===== src/rtl/core/dpe_pkg.sv =====
package dpe_pkg;

  localparam int LIT_W      = 32;
  localparam int BCD_DIGITS = 10;
  localparam int CFG_IDX_W  = 1;

  // item kinds
  localparam logic [1:0] KIND_ADD_START = 2'd0;
  localparam logic [1:0] KIND_DEL_START = 2'd1;
  localparam logic [1:0] KIND_LITERAL   = 2'd2;
  localparam logic [1:0] KIND_END       = 2'd3;

  // configuration register indexes
  localparam logic [CFG_IDX_W-1:0] REG_BINARY_MODE = 1'd0;
  localparam logic [CFG_IDX_W-1:0] REG_TRACING     = 1'd1;

  localparam logic [7:0] CH_A      = 8'h61;
  localparam logic [7:0] CH_D      = 8'h64;
  localparam logic [7:0] CH_SPACE  = 8'h20;
  localparam logic [7:0] CH_ZERO   = 8'h30;
  localparam logic [7:0] CH_NL     = 8'h0a;
  localparam logic [7:0] CH_MINUS  = 8'h2d;
  localparam logic [7:0] CH_NUL    = 8'h00;
  localparam logic [7:0] VINT_MASK = 8'h7f;
  localparam logic [7:0] VINT_CONT = 8'h80;

  typedef struct packed {
    logic [1:0]              kind;
    logic signed [LIT_W-1:0] literal_value;
  } item_t;

  typedef struct packed {
    logic [7:0]  out_byte;
    logic        last;
    logic [31:0] added_total;
    logic [31:0] deleted_total;
  } result_t;

  typedef struct packed {
    logic load;    // take a new magnitude
    logic conv;    // one shift-and-correct step
    logic dshift;  // drop the leading digit
  } bcd_cmd_t;

endpackage


===== src/rtl/core/dpe_bcd.sv =====
// Binary to decimal by shift-and-add-3, one bit per step; digits are then
// read out from the top nibble.
module dpe_bcd
  import dpe_pkg::*;
(
  input  logic             clk,
  input  bcd_cmd_t         cmd,
  input  logic [LIT_W-1:0] mag,
  output logic [3:0]       top_digit
);

  logic [LIT_W-1:0]        bin;
  logic [4*BCD_DIGITS-1:0] bcd;
  logic [4*BCD_DIGITS-1:0] adj;

  always_comb begin
    adj = bcd;
    for (int i = 0; i < BCD_DIGITS; i++) begin
      if (bcd[4*i +: 4] >= 4'd5) begin
        adj[4*i +: 4] = bcd[4*i +: 4] + 4'd3;
      end
    end
  end

  always_ff @(posedge clk) begin
    if (cmd.load) begin
      bin <= mag;
      bcd <= '0;
    end else if (cmd.conv) begin
      {bcd, bin} <= {adj[4*BCD_DIGITS-2:0], bin, 1'b0};
    end else if (cmd.dshift) begin
      bcd <= {bcd[4*BCD_DIGITS-5:0], 4'd0};
    end
  end

  assign top_digit = bcd[4*BCD_DIGITS-1 -: 4];

endmodule


===== src/rtl/core/drat_proof_byte_encoder_core.sv =====
// Output: one byte per cycle from a registered output stage unless
// result_stall holds it. Binary: start/end one byte, literal 1-5 bytes
// (one 7-bit shift per byte). Text: add start none, delete start and
// end 2 bytes; literal: shift-and-add-3, leading-zero skip, sign, digits, space.
// Next item is taken once the last byte of the current one is registered.
// Synchronous reset: binary mode and tracing on, counters cleared.
module drat_proof_byte_encoder_core
  import dpe_pkg::*;
(
  input  logic                 clk,
  input  logic                 rst,
  input  logic                 item_valid,
  output logic                 item_stall,
  input  item_t                item,
  output logic                 result_valid,
  input  logic                 result_stall,
  output result_t              result,
  input  logic                 cfg_valid,
  output logic                 cfg_ready,
  input  logic [CFG_IDX_W-1:0] cfg_index,
  input  logic [7:0]           cfg_data
);

  typedef enum logic [2:0] {
    S_IDLE, S_FIXED, S_VARINT, S_CONV, S_SKIP, S_SIGN, S_DIGITS
  } state_t;

  state_t      state;
  logic        binary_mode;
  logic        tracing_enabled;
  logic [31:0] added_clauses;
  logic [31:0] deleted_clauses;
  logic        clause_is_deletion;

  logic [7:0]  fix0;
  logic [7:0]  fix1;
  logic        fix_two;
  logic [32:0] vbits;
  logic        neg;
  logic [4:0]  cnt;
  logic [3:0]  dcnt;

  logic             accept;
  logic             take;
  logic             emit;
  logic [7:0]       emit_byte;
  logic             emit_last;
  logic             lit_neg;
  logic [LIT_W-1:0] lit_u;
  logic [LIT_W-1:0] lit_mag;
  logic             vmore;
  logic [3:0]       top_digit;
  bcd_cmd_t         bcd_cmd;

  assign cfg_ready  = 1'b1;
  assign item_stall = (state != S_IDLE);
  assign accept     = item_valid && !item_stall;
  assign take       = !result_valid || !result_stall;

  assign lit_u   = item.literal_value;
  assign lit_neg = lit_u[LIT_W-1];
  assign lit_mag = lit_neg ? (~lit_u + 32'd1) : lit_u;
  assign vmore   = |vbits[32:7];

  always_comb begin
    bcd_cmd.load   = accept && tracing_enabled && !binary_mode && (item.kind == KIND_LITERAL);
    bcd_cmd.conv   = (state == S_CONV);
    bcd_cmd.dshift = ((state == S_SKIP) && (top_digit == 4'd0) && (dcnt > 4'd1)) ||
                     ((state == S_DIGITS) && take);
  end

  always_comb begin
    emit      = 1'b0;
    emit_byte = fix0;
    emit_last = 1'b0;
    case (state)
      S_FIXED: begin
        emit      = take;
        emit_last = !fix_two;
      end
      S_VARINT: begin
        emit      = take;
        emit_byte = (vbits[7:0] & VINT_MASK) | (vmore ? VINT_CONT : CH_NUL);
        emit_last = !vmore;
      end
      S_SIGN: begin
        emit      = take;
        emit_byte = CH_MINUS;
      end
      S_DIGITS: begin
        emit      = take;
        emit_byte = CH_ZERO + {4'd0, top_digit};
      end
      default: begin
        emit = 1'b0;
      end
    endcase
  end

  dpe_bcd u_bcd (
    .clk       (clk),
    .cmd       (bcd_cmd),
    .mag       (lit_mag),
    .top_digit (top_digit)
  );

  always_ff @(posedge clk) begin
    if (rst) begin
      state              <= S_IDLE;
      result_valid       <= 1'b0;
      binary_mode        <= 1'b1;
      tracing_enabled    <= 1'b1;
      added_clauses      <= '0;
      deleted_clauses    <= '0;
      clause_is_deletion <= 1'b0;
    end else begin
      if (cfg_valid) begin
        case (cfg_index)
          REG_BINARY_MODE: binary_mode     <= cfg_data[0];
          REG_TRACING:     tracing_enabled <= cfg_data[0];
          default: ;
        endcase
      end

      if (take) begin
        result_valid <= emit;
      end
      if (emit) begin
        result.out_byte      <= emit_byte;
        result.last          <= emit_last;
        result.added_total   <= added_clauses;
        result.deleted_total <= deleted_clauses;
      end

      case (state)
        S_IDLE: begin
          if (accept && tracing_enabled) begin
            fix_two <= 1'b0;
            case (item.kind)
              KIND_ADD_START: begin
                clause_is_deletion <= 1'b0;
                fix0               <= CH_A;
                if (binary_mode) begin
                  state <= S_FIXED;
                end
              end
              KIND_DEL_START: begin
                clause_is_deletion <= 1'b1;
                fix0               <= CH_D;
                fix1               <= CH_SPACE;
                fix_two            <= !binary_mode;
                state              <= S_FIXED;
              end
              KIND_LITERAL: begin
                vbits <= {lit_mag, lit_neg};
                neg   <= lit_neg;
                cnt   <= '0;
                state <= binary_mode ? S_VARINT : S_CONV;
              end
              KIND_END: begin
                fix0    <= binary_mode ? CH_NUL : CH_ZERO;
                fix1    <= CH_NL;
                fix_two <= !binary_mode;
                state   <= S_FIXED;
                if (clause_is_deletion) begin
                  if (deleted_clauses != '1) begin
                    deleted_clauses <= deleted_clauses + 32'd1;
                  end
                end else if (added_clauses != '1) begin
                  added_clauses <= added_clauses + 32'd1;
                end
              end
              default: ;
            endcase
          end
        end
        S_FIXED: begin
          if (take) begin
            if (fix_two) begin
              fix0    <= fix1;
              fix_two <= 1'b0;
            end else begin
              state <= S_IDLE;
            end
          end
        end
        S_VARINT: begin
          if (take) begin
            vbits <= vbits >> 7;
            if (!vmore) begin
              state <= S_IDLE;
            end
          end
        end
        S_CONV: begin
          cnt <= cnt + 5'd1;
          if (cnt == 5'd31) begin
            dcnt  <= 4'(BCD_DIGITS);
            state <= S_SKIP;
          end
        end
        S_SKIP: begin
          if (bcd_cmd.dshift) begin
            dcnt <= dcnt - 4'd1;
          end else begin
            state <= neg ? S_SIGN : S_DIGITS;
          end
        end
        S_SIGN: begin
          if (take) begin
            state <= S_DIGITS;
          end
        end
        S_DIGITS: begin
          if (take) begin
            dcnt <= dcnt - 4'd1;
            if (dcnt == 4'd1) begin
              fix0    <= CH_SPACE;
              fix_two <= 1'b0;
              state   <= S_FIXED;
            end
          end
        end
        default: state <= S_IDLE;
      endcase
    end
  end

endmodule


===== config.mk =====
export PLATFORM = sky130hd
export DESIGN_NAME = drat_proof_byte_encoder_core
export DESIGN_NICKNAME = d
export VERILOG_FILES = /design/src/rtl/core/dpe_pkg.sv /design/src/rtl/core/dpe_bcd.sv /design/src/rtl/core/drat_proof_byte_encoder_core.sv
export SDC_FILE = /design/constraint.sdc
export NUM_CORES = 1
export LEC_CHECK = 0
export BUFFER_PORTS_ARGS = -buffer_cell sky130_fd_sc_hd__buf_2
export CAP_MARGIN = 20
export CORE_MARGIN = 3
export CORE_UTILIZATION = 25
export CTS_CLUSTER_DIAMETER = 80
export DETAILED_ROUTE_END_ITERATION = 6
export SETUP_SLACK_MARGIN = 0.3
export SYNTH_ARGS = -nofsm -noshare
export SYNTH_HDL_FRONTEND = slang
export SYNTH_SLANG_ARGS = --single-unit

===== constraint.sdc =====
create_clock -name clk -period 9.53 [get_ports clk]
set_clock_uncertainty 0.15 [all_clocks]
set_input_delay 1.906 -clock clk [delete_from_list [all_inputs] [get_ports clk]]
set_output_delay 1.906 -clock clk [all_outputs]
set_load 0.02 [all_outputs]

==> results_dict.tcl <==
set metrics [dict create \
    slew_headroom_pct 30.7 \
    via_count 10420 \
    drtIter0Drc 756 \
    crit_buf_inv 3 \
    tightest_slew_ps 1040 \
    core_um2 51600 \
    hold_path.class "reg2reg" \
    drv_slew 0 \
    rrSetupSlack_ps 6150 \
    crit_fanout 89 \
    r2r_cells 7 \
    row_count 83 \
    path_common_cell "buf_4" \
    grt-ovfl-total 0 \
    rsz0062_at_grt "no" \
    cts_resized 0 \
    max_stage_delay_ps 590 \
    setup_violations 0 \
    min_path_cells 0 \
    critPathLaunchType "input pin" \
    finalCritPeriodShare_pct 42.6 \
    area_growth_pct 17.0 \
    ctsHtreeMaxLevel 1 \
    clk_path_buf_depth 3 \
    tritoncts "yes" \
    end_kind "flop" \
    syn_avg_cell_area_um2 9.87 \
    cts_setup_buffers 0 \
    wl_per_cell_um 15.1 \
    synth_flop_cell "edfxtp_1" \
    die_h_um 235 \
    viasPerCell 4.93 \
    maxCapViolations 0 \
    grt_pass1_vias 9916 \
    numClockSinks 268 \
    synth_area_leaders "edfxtp_1, dfxtp_1, a21oi_1" \
    drt-total-wl_um 31900 \
    crit_arrival_ps 4130 \
    place_hpwl_um 22100 \
    ys_async_sr_fraction_pct 0 \
    post-place-ws_ps 4840 \
    synth_seq_area_share_pct 52.9 \
    final_hold_viol_count 0 \
    die-area_um2 55200 \
    cpMaxStageDelayCell "nand2_1" \
    path_class "in2reg" \
    start_util_pct 25.4 \
    numCtsBuffers 28 \
    synth.largest_area_cell "edfxtp_1" \
    synth_area_um2 13100 \
    antenna_left 0 \
    synth_edf_count 157 \
    crit_cells 6 \
    outcome "finished clean" \
    grtUsageTotal_pct 11.1 \
    synth_top_area_share_pct 36.0 \
    drive_gt1_share_pct 14.6 \
    root_buffer "clkbuf_16" \
    clk_pin_slew_worst_paths_ps 60 \
    cts_hold_buf 0 \
    nNetsFinal 1489 \
    ir_drop_mv 0.138 \
    drc_errors 0 \
    place.gp.congestion 0.810 \
    syn_nets 1403 \
    path_delay_family "simple AND/OR/NAND/NOR gates" \
    worstPathCellList "buf_2 > nand2b_1 > or3_2 > buf_4 > nand2_1 > buf_4" \
    ys_types 65 \
    fillers 5310 \
    max_freq_mhz 246 \
    timing.final.ws_setup_ps 5470 \
    grt_max_degree 90 \
    dr.pass1.iters 5 \
    clk_latency_ps 570 \
    cp.required_ps 9600 \
    port_buffers 115 \
    post-synth-top-count-cell "edfxtp_1" \
    ys_top_cells_by_count "edfxtp_1, a21oi_1, nand2_1, dfxtp_1, o21ai_0" \
    synth_warnings 0 \
    grt_antenna_before_repair 1 \
    powerDensity_nw_per_um2 247 \
    total_leakage_power_nw 5.34 \
    synth_seq_cells 268 \
    finalSetupTns_ps 0 \
    post-route-min-period_ps 4060 \
    num_antenna_cells 0 \
    synth_cells 1327 \
    io_pins 124 \
    grt_pass1_wl_um 52000 \
    die_w_um 235 \
]
## metal layers
metal  global-route usage, %  vias to the layer above  part of all wire [%]
met5                       0                        -                 0.041
met4                    2.21                        2                   1.9
met3                    2.54                       53                   6.2
met2                    18.0                      281                    45
met1                    15.2                     5006                    47
li1                        -                     5078                     -
## flip-flops by register name, summed over array words and instances, names as in the netlist, 2 cells and up
register and count:
result 73, u_bcd.bcd 40, vbits 33, added_clauses 32
deleted_clauses 32, u_bcd.bin 32, fix0 6, cnt 5
dcnt 4, state 3, fix1 2
## through the flow
| step | hold slack (ps) | cells | total power [mW] | instance area [um2] | util, % |
|---|---|---|---|---|---|
| 3_5_place_dp | 295 | 2063 | 2.67 | 14400 | 27.8 |
| 4_1_cts | 324 | 2115 | 3.83 | 15300 | 29.7 |
| 6_report | 319 | 2115 | 3.79 | 15300 | 29.7 |
| 5_1_grt | 357 | 2115 | 4.02 | 15300 | 29.7 |
| 3_3_place_gp | 308 | 2063 | 2.64 | 14400 | 27.8 |
| 2_1_floorplan | 273 | 1327 | 2.39 | 13100 | - |
## where the power goes
group | switching [mW] | leakage (nW) | internal [mW]
clock network | 0.464 | 0.458 | 0.674
registers | 0.170 | 2.36 | 1.49
logic | 0.614 | 2.53 | 0.373
total | 1.25 | 5.34 | 2.54
## placed cells by master (no fill, tap or decap), types with 4 or more instances in the layout
cell type | synthesis | layout
bufinv_16 | 0 | 4
nor2b_1 | 13 | 13
buf_2 | 4 | 115
nor4_1 | 26 | 26
o41ai_1 | 7 | 7
nand2b_1 | 17 | 16
o21ai_0 | 101 | 101
o31ai_1 | 26 | 25
a21oi_1 | 140 | 140
nor3b_1 | 12 | 12
o32a_1 | 9 | 9
dfxtp_1 | 111 | 111
mux2_2 | 18 | 18
nand2_1 | 116 | 116
inv_1 | 51 | 51
a211oi_1 | 7 | 7
or3_1 | 33 | 32
xnor2_1 | 24 | 24
clkbuf_16 | 0 | 28
ha_1 | 28 | 28
and4_1 | 12 | 12
or4_1 | 21 | 21
clkinvlp_4 | 0 | 5
nand4_1 | 25 | 25
xor2_1 | 31 | 31
clkbuf_1 | 62 | 5
o21a_1 | 20 | 20
buf_4 | 1 | 15
mux2i_1 | 10 | 10
clkinv_2 | 0 | 4
and2_1 | 14 | 14
nand3_1 | 32 | 32
o211ai_1 | 13 | 13
nor3_1 | 15 | 13
and3_1 | 9 | 9
edfxtp_1 | 157 | 157
a31oi_1 | 21 | 21
nor2_1 | 97 | 97
## cells by family after synthesis
kind of cell | share of synthesized area (%)
AOI/OAI and AO/OA | 16.7
xor gates and xnor gates | 3.68
adders and majority gates | 2.67
buffers and inverters | 3.74
DFF | 52.9
muxes | 2.31
other | 0.0286
and+or+nand+nor | 18.0
## final cells by class
class / instances / area [um2] / share of cell area (%)
clock buffers: 36 / 761 / 4.96
clock inverters: 16 / 204 / 1.33
inverters: 52 / 195 / 1.27
flip-flops and latches: 268 / 6940 / 45.2
repair buffers: 130 / 688 / 4.49
multi-input cells: 933 / 5700 / 37.2
well taps: 680 / 851 / 5.55
## worst paths after layout
kind,from,endpoint
hold reg to reg,deleted_clauses[12],result[12]
hold / removal,deleted_clauses[12],result[12]
setup reg to reg,state[0],u_bcd.bin[16]
setup / recovery,item[32],u_bcd.bin[16]
Note: power is estimated with default switching activity, not from simulation.
